--- config.mk ---
export PLATFORM = sky130hd
export DESIGN_NAME = power_cycle_watchdog_top
export DESIGN_NICKNAME = d
export VERILOG_FILES = /design/src/rtl/pcw_pkg.sv /design/src/rtl/pcw_cfg.sv /design/src/rtl/pcw_core.sv /design/src/rtl/power_cycle_watchdog_top.sv
export SDC_FILE = /design/constraint.sdc
export NUM_CORES = 1
export LEC_CHECK = 0
export BUFFER_PORTS_ARGS = -buffer_cell sky130_fd_sc_hd__buf_2
export CAP_MARGIN = 20
export CORE_ASPECT_RATIO = 1.75
export CORE_MARGIN = 4
export CORE_UTILIZATION = 35
export DETAILED_ROUTE_END_ITERATION = 10
export HOLD_SLACK_MARGIN = 0.05
export PLACE_DENSITY = 0.5
export SLEW_MARGIN = 30
export SYNTH_ARGS = -nofsm -noshare
export SYNTH_HDL_FRONTEND = slang
export SYNTH_HIERARCHICAL = 1
export SYNTH_SLANG_ARGS = --single-unit
--- constraint.sdc ---
create_clock -name clk -period 11.3 [get_ports clk]
set_clock_uncertainty 0.05 [all_clocks]
set_input_delay 1.695 -clock clk [delete_from_list [all_inputs] [get_ports clk]]
set_output_delay 1.695 -clock clk [all_outputs]
set_load 0.02 [all_outputs]
--- src/rtl/pcw_pkg.sv ---
// pcw_pkg: shared types, register indexes and output codes for the power cycle watchdog
// no dependencies; used by every file of the block
`timescale 1ns / 1ps
`default_nettype none

package pcw_pkg;

  // configuration register indexes
  localparam int unsigned CFG_IDX_W = 3;
  localparam logic [CFG_IDX_W-1:0] REG_CHECK_INTERVAL = 3'd0;
  localparam logic [CFG_IDX_W-1:0] REG_FAIL_THRESHOLD = 3'd1;
  localparam logic [CFG_IDX_W-1:0] REG_POWER_OFF      = 3'd2;
  localparam logic [CFG_IDX_W-1:0] REG_BOOT_GRACE     = 3'd3;
  localparam logic [CFG_IDX_W-1:0] REG_MAX_AUTO       = 3'd4;
  localparam logic [CFG_IDX_W-1:0] REG_WINDOW         = 3'd5;

  // register reset values
  localparam logic [31:0] RST_CHECK_INTERVAL = 32'd60000;
  localparam logic [7:0]  RST_FAIL_THRESHOLD = 8'd5;
  localparam logic [31:0] RST_POWER_OFF      = 32'd20000;
  localparam logic [31:0] RST_BOOT_GRACE     = 32'd300000;
  localparam logic [7:0]  RST_MAX_AUTO       = 8'd3;
  localparam logic [31:0] RST_WINDOW         = 32'd7200000;

  // phase codes as seen on the result beat
  localparam logic [1:0] PHASE_MON   = 2'd0;
  localparam logic [1:0] PHASE_CUT   = 2'd1;
  localparam logic [1:0] PHASE_GRACE = 2'd2;

  // cycle start codes
  localparam logic [1:0] START_NONE   = 2'd0;
  localparam logic [1:0] START_MANUAL = 2'd1;
  localparam logic [1:0] START_AUTO   = 2'd2;

  localparam int unsigned IN_DATA_W  = 72;
  localparam int unsigned OUT_DATA_W = 24;

  typedef enum logic [2:0] {
    MODE_MON   = 3'b001,
    MODE_CUT   = 3'b010,
    MODE_GRACE = 3'b100
  } mode_t;

  typedef struct packed {
    logic [31:0] check_period_ms;
    logic [7:0]  failure_threshold;
    logic [31:0] power_off_ms;
    logic [31:0] boot_grace_ms;
    logic [7:0]  max_auto_cycles;
    logic [31:0] window_ms;
  } cfg_t;

  typedef struct packed {
    logic [63:0] now_ms;
    logic        manual_request;
    logic        link_ok;
  } item_t;

  // packed msb first, so reconnect_pulse lands in the top bit of tdata
  typedef struct packed {
    logic       reconnect_pulse;
    logic       limit_hit;
    logic [1:0] cycle_started;
    logic       check_taken;
    logic [7:0] auto_cycles;
    logic [7:0] fail_count;
    logic [1:0] phase;
    logic       modem_power;
  } result_t;

endpackage

`default_nettype wire

--- src/rtl/pcw_cfg.sv ---
// pcw_cfg: configuration register bank of the power cycle watchdog
// depends on pcw_pkg
`timescale 1ns / 1ps
`default_nettype none

module pcw_cfg (
  input  wire logic                           clk,
  input  wire logic                           rst_n,
  input  wire logic                           wr_en,
  input  wire logic [pcw_pkg::CFG_IDX_W-1:0]  wr_index,
  input  wire logic [31:0]                    wr_data,
  output pcw_pkg::cfg_t                       cfg
);

  pcw_pkg::cfg_t cfg_r;
  pcw_pkg::cfg_t cfg_nxt;

  always_comb begin
    cfg_nxt = cfg_r;
    if (wr_en) begin
      unique case (wr_index)
        pcw_pkg::REG_CHECK_INTERVAL: cfg_nxt.check_period_ms   = wr_data;
        pcw_pkg::REG_FAIL_THRESHOLD: cfg_nxt.failure_threshold = wr_data[7:0];
        pcw_pkg::REG_POWER_OFF:      cfg_nxt.power_off_ms      = wr_data;
        pcw_pkg::REG_BOOT_GRACE:     cfg_nxt.boot_grace_ms     = wr_data;
        pcw_pkg::REG_MAX_AUTO:       cfg_nxt.max_auto_cycles   = wr_data[7:0];
        pcw_pkg::REG_WINDOW:         cfg_nxt.window_ms         = wr_data;
        default: ; // unused indexes are dropped
      endcase
    end
  end

  always_ff @(posedge clk) begin
    if (!rst_n) begin
      cfg_r.check_period_ms   <= pcw_pkg::RST_CHECK_INTERVAL;
      cfg_r.failure_threshold <= pcw_pkg::RST_FAIL_THRESHOLD;
      cfg_r.power_off_ms      <= pcw_pkg::RST_POWER_OFF;
      cfg_r.boot_grace_ms     <= pcw_pkg::RST_BOOT_GRACE;
      cfg_r.max_auto_cycles   <= pcw_pkg::RST_MAX_AUTO;
      cfg_r.window_ms         <= pcw_pkg::RST_WINDOW;
    end else begin
      cfg_r <= cfg_nxt;
    end
  end

  assign cfg = cfg_r;

endmodule

`default_nettype wire

--- src/rtl/pcw_core.sv ---
// pcw_core: watchdog state registers and single-pass next-state logic
// depends on pcw_pkg
`timescale 1ns / 1ps
`default_nettype none

module pcw_core (
  input  wire logic            clk,
  input  wire logic            rst_n,
  input  wire logic            step,
  input  wire pcw_pkg::item_t  item,
  input  wire pcw_pkg::cfg_t   cfg,
  output pcw_pkg::result_t     res
);

  pcw_pkg::mode_t mode_r, mode_nxt;
  logic [63:0] phase_start_r, phase_start_nxt;
  logic [63:0] last_check_r, last_check_nxt;
  logic [63:0] window_start_r, window_start_nxt;
  logic [7:0]  fail_r, fail_nxt;
  logic [7:0]  auto_r, auto_nxt;
  logic        started_r;

  logic [63:0] el_phase, el_check, el_window;
  logic        first, man_go, cut_done, grace_done, due, win_ref;
  logic        trip, lim, auto_go;
  pcw_pkg::mode_t mode_a, mode_b;
  logic [7:0]  fail_a, fail_inc, auto_a;

  // three independent wrapping elapsed times
  assign el_phase  = item.now_ms - phase_start_r;
  assign el_check  = item.now_ms - last_check_r;
  assign el_window = item.now_ms - window_start_r;

  always_comb begin
    first  = !started_r;
    man_go = item.manual_request && (mode_r == pcw_pkg::MODE_MON);
    mode_a = man_go ? pcw_pkg::MODE_CUT : mode_r;

    // a cut started this step has zero elapsed time
    cut_done   = (mode_a == pcw_pkg::MODE_CUT) &&
                 (man_go ? (cfg.power_off_ms == 32'd0)
                         : (el_phase >= {32'd0, cfg.power_off_ms}));
    grace_done = (mode_r == pcw_pkg::MODE_GRACE) &&
                 (el_phase >= {32'd0, cfg.boot_grace_ms});

    if (cut_done)        mode_b = pcw_pkg::MODE_GRACE;
    else if (grace_done) mode_b = pcw_pkg::MODE_MON;
    else                 mode_b = mode_a;

    // last check time is now on the first item and when grace ends
    due = (mode_b == pcw_pkg::MODE_MON) &&
          ((first || grace_done) ? (cfg.check_period_ms == 32'd0)
                                 : (el_check >= {32'd0, cfg.check_period_ms}));
    win_ref = first ? (cfg.window_ms == 32'd0) : (el_window >= {32'd0, cfg.window_ms});

    fail_a   = (man_go || grace_done) ? 8'd0 : fail_r;
    auto_a   = (due && win_ref) ? 8'd0 : auto_r;
    fail_inc = (fail_a == 8'hFF) ? fail_a : fail_a + 8'd1;

    trip    = due && !item.link_ok && (fail_inc >= cfg.failure_threshold);
    lim     = trip && (auto_a >= cfg.max_auto_cycles);
    auto_go = trip && !lim;

    mode_nxt = auto_go ? pcw_pkg::MODE_CUT : mode_b;
    if (!due)                      fail_nxt = fail_a;
    else if (item.link_ok || auto_go) fail_nxt = 8'd0;
    else                           fail_nxt = fail_inc;
    auto_nxt = auto_go ? auto_a + 8'd1 : auto_a;

    phase_start_nxt  = (man_go || cut_done || auto_go) ? item.now_ms : phase_start_r;
    last_check_nxt   = (first || grace_done || due) ? item.now_ms : last_check_r;
    window_start_nxt = (first || (due && win_ref)) ? item.now_ms : window_start_r;
  end

  always_ff @(posedge clk) begin
    if (!rst_n) begin
      mode_r         <= pcw_pkg::MODE_MON;
      phase_start_r  <= '0;
      last_check_r   <= '0;
      window_start_r <= '0;
      fail_r         <= '0;
      auto_r         <= '0;
      started_r      <= 1'b0;
    end else if (step) begin
      mode_r         <= mode_nxt;
      phase_start_r  <= phase_start_nxt;
      last_check_r   <= last_check_nxt;
      window_start_r <= window_start_nxt;
      fail_r         <= fail_nxt;
      auto_r         <= auto_nxt;
      started_r      <= 1'b1;
    end
  end

  always_comb begin
    unique case (mode_nxt)
      pcw_pkg::MODE_CUT:   res.phase = pcw_pkg::PHASE_CUT;
      pcw_pkg::MODE_GRACE: res.phase = pcw_pkg::PHASE_GRACE;
      default:             res.phase = pcw_pkg::PHASE_MON;
    endcase
    res.modem_power     = (mode_nxt != pcw_pkg::MODE_CUT);
    res.fail_count      = fail_nxt;
    res.auto_cycles     = auto_nxt;
    res.check_taken     = due;
    res.limit_hit       = lim;
    res.reconnect_pulse = grace_done;
    if (man_go)       res.cycle_started = pcw_pkg::START_MANUAL;
    else if (auto_go) res.cycle_started = pcw_pkg::START_AUTO;
    else              res.cycle_started = pcw_pkg::START_NONE;
  end

endmodule

`default_nettype wire

--- src/rtl/power_cycle_watchdog_top.sv ---
// power_cycle_watchdog_top: modem power cycle watchdog, streaming top level
// path: input beat to result beat through the input register, then the result register
// throughput: one item per cycle while out_tready is high, limited by the single-pass state update in pcw_core
// reset: rst_n synchronous, active low; clears the valid bits of both stages, the state and the config bank
// config writes are taken every cycle (cfg_ready tied high)
// depends on pcw_pkg, pcw_cfg, pcw_core
`timescale 1ns / 1ps
`default_nettype none

module power_cycle_watchdog_top (
  input  wire logic                                clk,
  input  wire logic                                rst_n,
  // input stream
  input  wire logic                                in_tvalid,
  output logic                                     in_tready,
  // from bit 0: now_ms[63:0], manual_request, link_ok, zero fill
  input  wire logic [pcw_pkg::IN_DATA_W-1:0]       in_tdata,
  // result stream
  output logic                                     out_tvalid,
  input  wire logic                                out_tready,
  // from bit 0: modem_power, phase[1:0], fail_count[7:0], auto_cycles[7:0],
  // check_taken, cycle_started[1:0], limit_hit, reconnect_pulse
  output logic [pcw_pkg::OUT_DATA_W-1:0]           out_tdata,
  // configuration write channel
  input  wire logic                                cfg_valid,
  output logic                                     cfg_ready,
  input  wire logic [pcw_pkg::CFG_IDX_W-1:0]       cfg_index,
  input  wire logic [31:0]                         cfg_data
);

  pcw_pkg::cfg_t    cfg;
  pcw_pkg::item_t   item_r;
  pcw_pkg::result_t res;
  pcw_pkg::result_t res_r;

  logic item_v_r;
  logic res_v_r;
  logic step;      // item in the input register moves to the result register
  logic in_fire;

  // the result register frees up when empty or its beat is being taken
  assign step      = item_v_r && (!res_v_r || out_tready);
  assign in_tready = !item_v_r || step;
  assign in_fire   = in_tvalid && in_tready;
  assign cfg_ready = 1'b1;

  pcw_cfg u_cfg (
    .clk      (clk),
    .rst_n    (rst_n),
    .wr_en    (cfg_valid),
    .wr_index (cfg_index),
    .wr_data  (cfg_data),
    .cfg      (cfg)
  );

  // input register: payload needs no reset
  always_ff @(posedge clk) begin
    if (!rst_n) begin
      item_v_r <= 1'b0;
    end else if (in_tready) begin
      item_v_r <= in_tvalid;
    end
  end

  always_ff @(posedge clk) begin
    if (in_fire) begin
      item_r.now_ms         <= in_tdata[63:0];
      item_r.manual_request <= in_tdata[64];
      item_r.link_ok        <= in_tdata[65];
    end
  end

  pcw_core u_core (
    .clk   (clk),
    .rst_n (rst_n),
    .step  (step),
    .item  (item_r),
    .cfg   (cfg),
    .res   (res)
  );

  // result register
  always_ff @(posedge clk) begin
    if (!rst_n) begin
      res_v_r <= 1'b0;
    end else if (step) begin
      res_v_r <= 1'b1;
    end else if (out_tready) begin
      res_v_r <= 1'b0;
    end
  end

  always_ff @(posedge clk) begin
    if (step) begin
      res_r <= res;
    end
  end

  assign out_tvalid = res_v_r;
  assign out_tdata  = res_r;

endmodule

`default_nettype wire

==> metrics.yaml, run 1 <==
yosys:
  syn_inst: 4475
  synth.distinct_cells: 104
  ys_seq_elements: 448
  syn_nets: 4925
  async_reset_ff_share_pct: 0
  ys.flop_type: "dfxtp_1"
  synth-adder-area-share_pct: 12.1
  avgSynthCellArea_um2: 7.87
  synth_edf_count: 90
  netlist_area_mm2: 0.0352
  synth_xor_area_share_pct: 3.41
  ys_seq_area_share_pct: 28.0
  synth_compound_area_share_pct: 22.1
  yosys.area_share.simple_pct: 20.2
  muxShareOfSynthArea_pct: 6.65
  synth_warnings: 6
  synth_top_family_by_area: "compound AO/OA/AOI/OAI gates"
setup_path:
  end_kind: "flop"
  start_kind: "flop"
  crit_top_cell: "a21o_1"
  arrival_ns: 11.10
  slowest_delay_ns: 0.58
  worstPathMaxFanout: 64
  critPathSlowestCell: "a2111oi_0"
  r2r_cells: 40
  required_ns: 11.81
  path_class: "flop to flop"
pwr:
  powerDensity_mw_per_mm2: 127
  power_leakage_uw: 0.0152
  ir_drop_mv: 0.108
layout:
  finalNetCount: 4941
  drive_above_1_share_pct: 9.14
  post-route-util_pct: 39.0
  syn2layout_area_growth_pct: 10.3
global_routing:
  grt_pass1_vias: 32400
  grt.total_usage_pct: 25.0
  overflow: 0
  grt_pass1_wl_um: 202000
  grt_max_degree: 152
  antenna_found_initial: 4
timing:
  slew_viol_final: 0
  tightestPinTransition_ns: 0.913
  hold_viol: 0
  setup_viol: 0
  setup_tns_ns: 0
  timing.final.crit_share_pct: 93.7
  fmax_ghz: 0.0944
  period_minus_slack_ns: 10.59
  grt_setup_unrepaired: "no"
  relSlewSlack_pct: 38.5
cts:
  post_cts_buffers: 0
  cts_root_buf: "clkbuf_16"
  path_clk_slew_ns: 0.06
  cts_tree: "done"
  cts.path.max_buffers: 3
  numCtsBuffers: 49
  cts_hold_buf: 0
  cts_resized: 0
  clk_latency_ns: 0.65
  numClockSinks: 448
  htreeDepth: 2
floorplan:
  core_mm2: 0.0995
  row_count: 153
  dieHeight_um: 428
  fp.dieArea_mm2: 0.106
  die_w_um: 248
  num_io_pins: 139
  start_util_pct: 35.4
detailed_routing:
  wl_per_cell_um: 23.2
  drc: 0
  drt_pass1_iterations: 6
  drtIter0Drc: 2229
  drt_wl_total_um: 136000
  vias: 32800
  vias_per_cell: 5.61
  drt.antenna.violating_nets: 0
place:
  finalWeightedCongestion: 0.959
  io_buffers: 131
  dp_hpwl_um: 108000
status:
  outcome: "completed"
hold_path:
  holdPathStages: 2
  hold_path.class: "flop to flop"
flow_run:
  drv_cap: 0
==> area by class of cell <==
| cell class | count | area, µm² |
|---|---|---|
| repair buffers | 209 | 1300 |
| well taps | 1317 | 1650 |
| flip-flops and latches | 448 | 9870 |
| clock buffers | 68 | 1430 |
| inverters | 399 | 1510 |
| diodes | 2 | 5.00 |
| clock inverters | 24 | 303 |
| fillers | 10500 | 60700 |
| multi-input cells | 3384 | 22800 |
==> sequential cells by signal, indices dropped and copies added, names as in the netlist, 3 cells and up <==
register and flops:
out_tdata 24, u_core/phase_start_r 64, u_core/fail_r 8, u_cfg/cfg 144
u_core/mode_r 3, item_r 66, u_core/window_start_r 64, u_core/last_check_r 64
u_core/auto_r 8
==> final timing paths <==
| kind | endpoint | slack (ns) | from |
|---|---|---|---|
| min | u_cfg/cfg[110]$_SDFFE_PN0P_ | 0.41 | u_cfg/cfg[110]$_SDFFE_PN0P_ |
| max reg2reg | u_core/phase_start_r[26]$_SDFFE_PN0P_ | 0.71 | item_r[2]$_DFFE_PP_ |
| max | u_core/phase_start_r[26]$_SDFFE_PN0P_ | 0.71 | item_r[2]$_DFFE_PP_ |
| min reg2reg | u_cfg/cfg[110]$_SDFFE_PN0P_ | 0.41 | u_cfg/cfg[110]$_SDFFE_PN0P_ |
==> placed cells by master, fill, tap and decap left out, types with 52 or more instances in the layout <==
cell type	instances
nand3b_1	68
nor2_1	289
buf_4	74
a21oi_2	64
xor2_1	62
edfxtp_1	90
a21o_1	83
buf_2	130
nor2b_1	82
nand3_1	132
a21oi_1	412
clkbuf_16	52
nand4_1	122
o21ai_1	69
nor4_1	55
o21ai_0	286
nand2_1	435
dfxtp_1	358
xnor2_1	75
nor3_1	66
inv_1	396
mux2i_1	225
ha_1	335
==> power by group <==
part           internal (µW)  total, µW  switching, µW
Clock                   1010       1760            749
Sequential              1690       1750           51.5
Combinational            501       1420            923
==> cells in the mapped netlist, types with 10 or more instances <==
master | n | area (µm²)
buf_4 | 11 | 82.6
o21ai_1 | 69 | 345
or4_1 | 11 | 82.6
buf_2 | 39 | 195
nor2b_1 | 83 | 519
nor2_1 | 289 | 1080
o221ai_1 | 10 | 87.6
nor4_1 | 55 | 344
o21ai_0 | 286 | 1430
nand3b_1 | 68 | 510
or3_1 | 33 | 206
buf_6 | 16 | 180
and2_1 | 27 | 169
a22oi_1 | 13 | 97.6
a21boi_0 | 11 | 82.6
a21o_1 | 83 | 623
a221oi_1 | 10 | 87.6
nand4_1 | 122 | 763
a21oi_2 | 64 | 561
and4_1 | 12 | 105
ha_1 | 335 | 4190
nand2_1 | 436 | 1640
o21bai_1 | 25 | 188
edfxtp_1 | 90 | 2700
nor3_1 | 66 | 330
xor2_1 | 62 | 543
mux2i_1 | 225 | 2250
nand2b_1 | 33 | 206
buf_1 | 14 | 52.6
dfxtp_1 | 358 | 7170
nand3_1 | 132 | 661
a31oi_1 | 21 | 131
o211ai_1 | 24 | 180
a21oi_1 | 414 | 2070
and3_1 | 19 | 119
xnor2_1 | 75 | 657
o31ai_1 | 17 | 128
inv_1 | 397 | 1490
clkbuf_1 | 163 | 612
a211oi_1 | 30 | 225
o21a_1 | 32 | 240
==> worst max-delay path, delay by kind of cell (launching register included) <==
| kind | cells | cell delay [ns] |
|---|---|---|
| AOI/OAI and AO/OA | 20 | 5.30 |
| xor gates and xnor gates | 1 | 0.22 |
| adders and majority gates | 4 | 1.19 |
| buffers and inverters | 4 | 0.75 |
| DFF | 1 | 0.42 |
| and+or+nand+nor | 11 | 2.41 |
==> metrics by stage <==
| step | instance area [µm²] | power [µW] | hold WS (ns) | worst slack (ns) | instances |
|---|---|---|---|---|---|
| after floorplan | 35200 | 2730 | 0.385 | 2.59 | 4475 |
| after global placement | 37000 | 3180 | 0.394 | 0.958 | 5755 |
| after detailed placement | 37100 | 3190 | 0.397 | 0.964 | 5756 |
| after CTS | 38800 | 4980 | 0.408 | 0.911 | 5848 |
| after global routing | 38800 | 5190 | 0.432 | 0.244 | 5849 |
| final | 38800 | 4930 | 0.409 | 0.707 | 5851 |
==> layer usage <==
layer | track usage, % | routed length (µm) | vias to the layer above
li1 | - | - | 16100
met1 | 26.3 | 50000 | 15500
met2 | 45.6 | 68200 | 890
met3 | 2.22 | 4590 | 328
met4 | 19.4 | 13200 | 0
met5 | 0 | 0 | -
==> cells by family after synthesis <==
group           after synthesis
fa+ha+maj                   338
flops                       448
buf+inv                     643
other cells                   1
simple gates               1427
mux                         233
compound gates             1248
xor+xnor                    137
(Power assumes the default switching activity.)
==> run 2, diff against run 1 <==
--- a/config.mk
+++ b/config.mk
@@ -5,6 +5,7 @@
 export SDC_FILE = /design/constraint.sdc
 export NUM_CORES = 1
 export LEC_CHECK = 0
+export ABC_AREA = 1
 export BUFFER_PORTS_ARGS = -buffer_cell sky130_fd_sc_hd__buf_2
 export CAP_MARGIN = 20
 export CORE_ASPECT_RATIO = 1.75
@@ -13,7 +14,7 @@
 export DETAILED_ROUTE_END_ITERATION = 10
 export HOLD_SLACK_MARGIN = 0.05
 export PLACE_DENSITY = 0.5
-export SLEW_MARGIN = 30
+export SLEW_MARGIN = 20
 export SYNTH_ARGS = -nofsm -noshare
 export SYNTH_HDL_FRONTEND = slang
 export SYNTH_HIERARCHICAL = 1
==> run 2 against run 1 <==
Routed wire length increased by 11%. Synthesized area increased by 4.8%. Synthesized cell count increased by 34%. First-iteration DRC count increased by 5.1%. Worst hold slack got worse by 0.0032 ns. Register-to-register slack improved by 1.3 ns. Critical path depth increased by 3. Combinational power increased by 37%. Cell count increased by 28%. Die area increased by 4.7%. Non-clock buffer count decreased by 20. Via count increased by 13%. Critical endpoint is now u_core/phase_start_r[34]$_SDFFE_PN0P_. Largest cell class unchanged.
==> metrics.yaml, run 2 <==
status:
  outcome: "completed"
cts:
  cts.path.max_buffers: 3
  cts_tree: "done"
  numClockSinks: 448
  clk_latency_ns: 0.65
  cts_root_buf: "clkbuf_16"
  cts_hold_buf: 0
  htreeDepth: 2
  path_clk_slew_ns: 0.06
  post_cts_buffers: 0
  cts_resized: 0
  numCtsBuffers: 50
place:
  pre_cts_ws_ns: 2.05
  finalWeightedCongestion: 0.975
  io_buffers: 131
  dpl.cell_count: 7398
  dp_hpwl_um: 127000
setup_path:
  path_class: "flop to flop"
  start_kind: "flop"
  cp.buffers_inverters: 3
  rr_endpoint: "u_core/phase_start_r[34]$_SDFFE_PN0P_"
  cp_top_family: "simple AND/OR/NAND/NOR gates"
  worstPathMaxFanout: 71
  slowest_delay_ns: 0.66
  r2r_cells: 43
  arrival_ns: 9.80
  crit_top_cell: "nand2_1"
  critPathSlowestCell: "edfxtp_1"
  r2r-start: "item_r[12]$_DFFE_PP_"
  r2r_setup_slack_ns: 1.97
  crit_start: "item_r[12]$_DFFE_PP_"
  end_kind: "flop"
  required_ns: 11.77
yosys:
  syn_inst: 5983
  synthTopCellsByArea: "dfxtp_1 19%, nand2_1 17%, ha_1 11%"
  synth_warnings: 6
  yosys-top-cells-count: "1680 x nand2_1, 1110 x inv_1, 655 x nor2_1, 477 x a21oi_1, 365 x nand3_1"
  yosysMostFrequentCell: "nand2_1"
  synth_edf_count: 90
  ys_seq_area_share_pct: 26.7
  ys_seq_elements: 448
  avgSynthCellArea_um2: 6.17
  yosysTopAreaCell: "dfxtp_1"
  syn_nets: 6433
  async_reset_ff_share_pct: 0
  synth.distinct_cells: 55
  netlist_area_mm2: 0.0369
  ys.flop_type: "dfxtp_1"
  netlist.area_leader.share_pct: 19.4
detailed_routing:
  drtIter0Drc: 2343
  vias: 37100
  vias_per_cell: 4.95
  drt.antenna.violating_nets: 0
  drt_wl_total_um: 150000
  wl_per_cell_um: 20.1
  drc: 0
  drt_pass1_iterations: 9
global_routing:
  grt_max_degree: 100
  antenna_found_initial: 10
  grt_pass1_wl_um: 221000
  grt_pass1_vias: 35600
  overflow: 0
  grt.total_usage_pct: 26.5
layout:
  fin_cells: 7499
  syn2layout_area_growth_pct: 10.4
  drive_above_1_share_pct: 5.82
  finalNetCount: 6549
  layout.cells.most_common: "nand2_1"
  final_cell_mix: "1680 x nand2_1, 1109 x inv_1, 653 x nor2_1"
  post-route-util_pct: 38.9
  largest_reg_flops: 144
pwr:
  clkPwrFrac_pct: 31.3
  p_sw_uw: 2130
  combPwrFrac_pct: 35.7
  ir_drop_mv: 0.126
  pwr-share-seq_pct: 33.0
  power_leakage_uw: 0.0202
  switching_share_pct: 39.1
  p_int_uw: 3300
  powerDensity_mw_per_mm2: 133
floorplan:
  die_w_um: 253
  row_count: 157
  num_io_pins: 139
  core_mm2: 0.105
  fp.dieArea_mm2: 0.111
  start_util_pct: 35.2
  dieHeight_um: 438
timing:
  setup_tns_ns: 0
  tightestPinTransition_ns: 1.05
  setup_viol: 0
  slew_viol_final: 0
  setup_slack_ns: 1.97
  period_minus_slack_ns: 9.33
  timing.final.crit_share_pct: 82.5
  hold_viol: 0
  grt_setup_unrepaired: "no"
  fmax_ghz: 0.107
  relSlewSlack_pct: 30.0
hold_path:
  holdPathStages: 2
  whs_endpoint: "u_core/phase_start_r[13]$_SDFFE_PN0P_"
  hold_path.class: "flop to flop"
  hold_start: "u_core/phase_start_r[13]$_SDFFE_PN0P_"
flow_run:
  drv_cap: 0
-- run 2: power groups by stage --
| stage | sequential [µW] | clock [µW] | combinational, µW |
|---|---|---|---|
| floorplan | 1810 | 0 | 1300 |
| global placement | 1830 | 0 | 1910 |
| detailed placement | 1830 | 0 | 1920 |
| CTS | 1790 | 1750 | 1940 |
| global route | 1800 | 1810 | 2180 |
| finish | 1790 | 1700 | 1940 |
-- run 2: how the worst max path moves through the flow --
| stage | end | slack (ns) | depth (start not counted) |
|---|---|---|---|
| 6_report | u_core/phase_start_r[34]$_SDFFE_PN0P_ | 1.97 | 43 |
| 4_1_cts | u_core/phase_start_r[47]$_SDFFE_PN0P_ | 1.98 | 43 |
| 2_1_floorplan | u_core/phase_start_r[10]$_SDFFE_PN0P_ | 4.86 | 45 |
| 3_5_place_dp | u_core/phase_start_r[47]$_SDFFE_PN0P_ | 2.05 | 43 |
| 5_1_grt | u_core/phase_start_r[46]$_SDFFE_PN0P_ | 1.45 | 43 |
| 3_3_place_gp | u_core/phase_start_r[46]$_SDFFE_PN0P_ | 2.11 | 43 |
-- run 2: cell families after synthesis --
group                      share of synthesized area, %
DFF                                                26.7
AOI/OAI and AO/OA                                  12.6
other                                            0.0102
buffers and inverters                              13.3
xor gates and xnor gates                           2.56
adders and majority gates                          11.5
and+or+nand+nor                                    33.3
-- run 2: layout make-up --
type	count	area, µm²
Clock buffer	68	1420
Sequential cell	448	9870
Fill cell	11600	64000
Antenna cell	10	25.0
Multi-Input combinational cell	4285	22200
Inverter	1125	4220
Tap cell	1351	1690
Clock inverter	23	246
Timing Repair Buffer	189	1110
-- run 2: layer usage --
layer	routed length [µm]	GRT usage, %	up-vias
li1	-	-	19200
met2	74500	47.6	1020
met4	14700	20.4	2
met1	55400	28.3	16600
met3	5880	2.47	339
met5	12	0	-
-- run 2: worst register-to-register path: cells and delay by family (launching register included) --
family	cells	cell delay, ns
and+or+nand+nor	22	3.87
AOI/OAI and AO/OA	12	2.11
adders and majority gates	4	1.36
xor gates and xnor gates	2	0.58
DFF	1	0.66
buffers and inverters	3	0.58
-- run 2: metrics by stage --
stage / total power [µW] / instance area (µm²) / hold WS, ns
3_3_place_gp: 3740 / 39100 / 0.391
6_report: 5430 / 40700 / 0.406
5_1_grt: 5790 / 40700 / 0.422
2_1_floorplan: 3110 / 36900 / 0.379
4_1_cts: 5480 / 40700 / 0.410
3_5_place_dp: 3750 / 39100 / 0.394
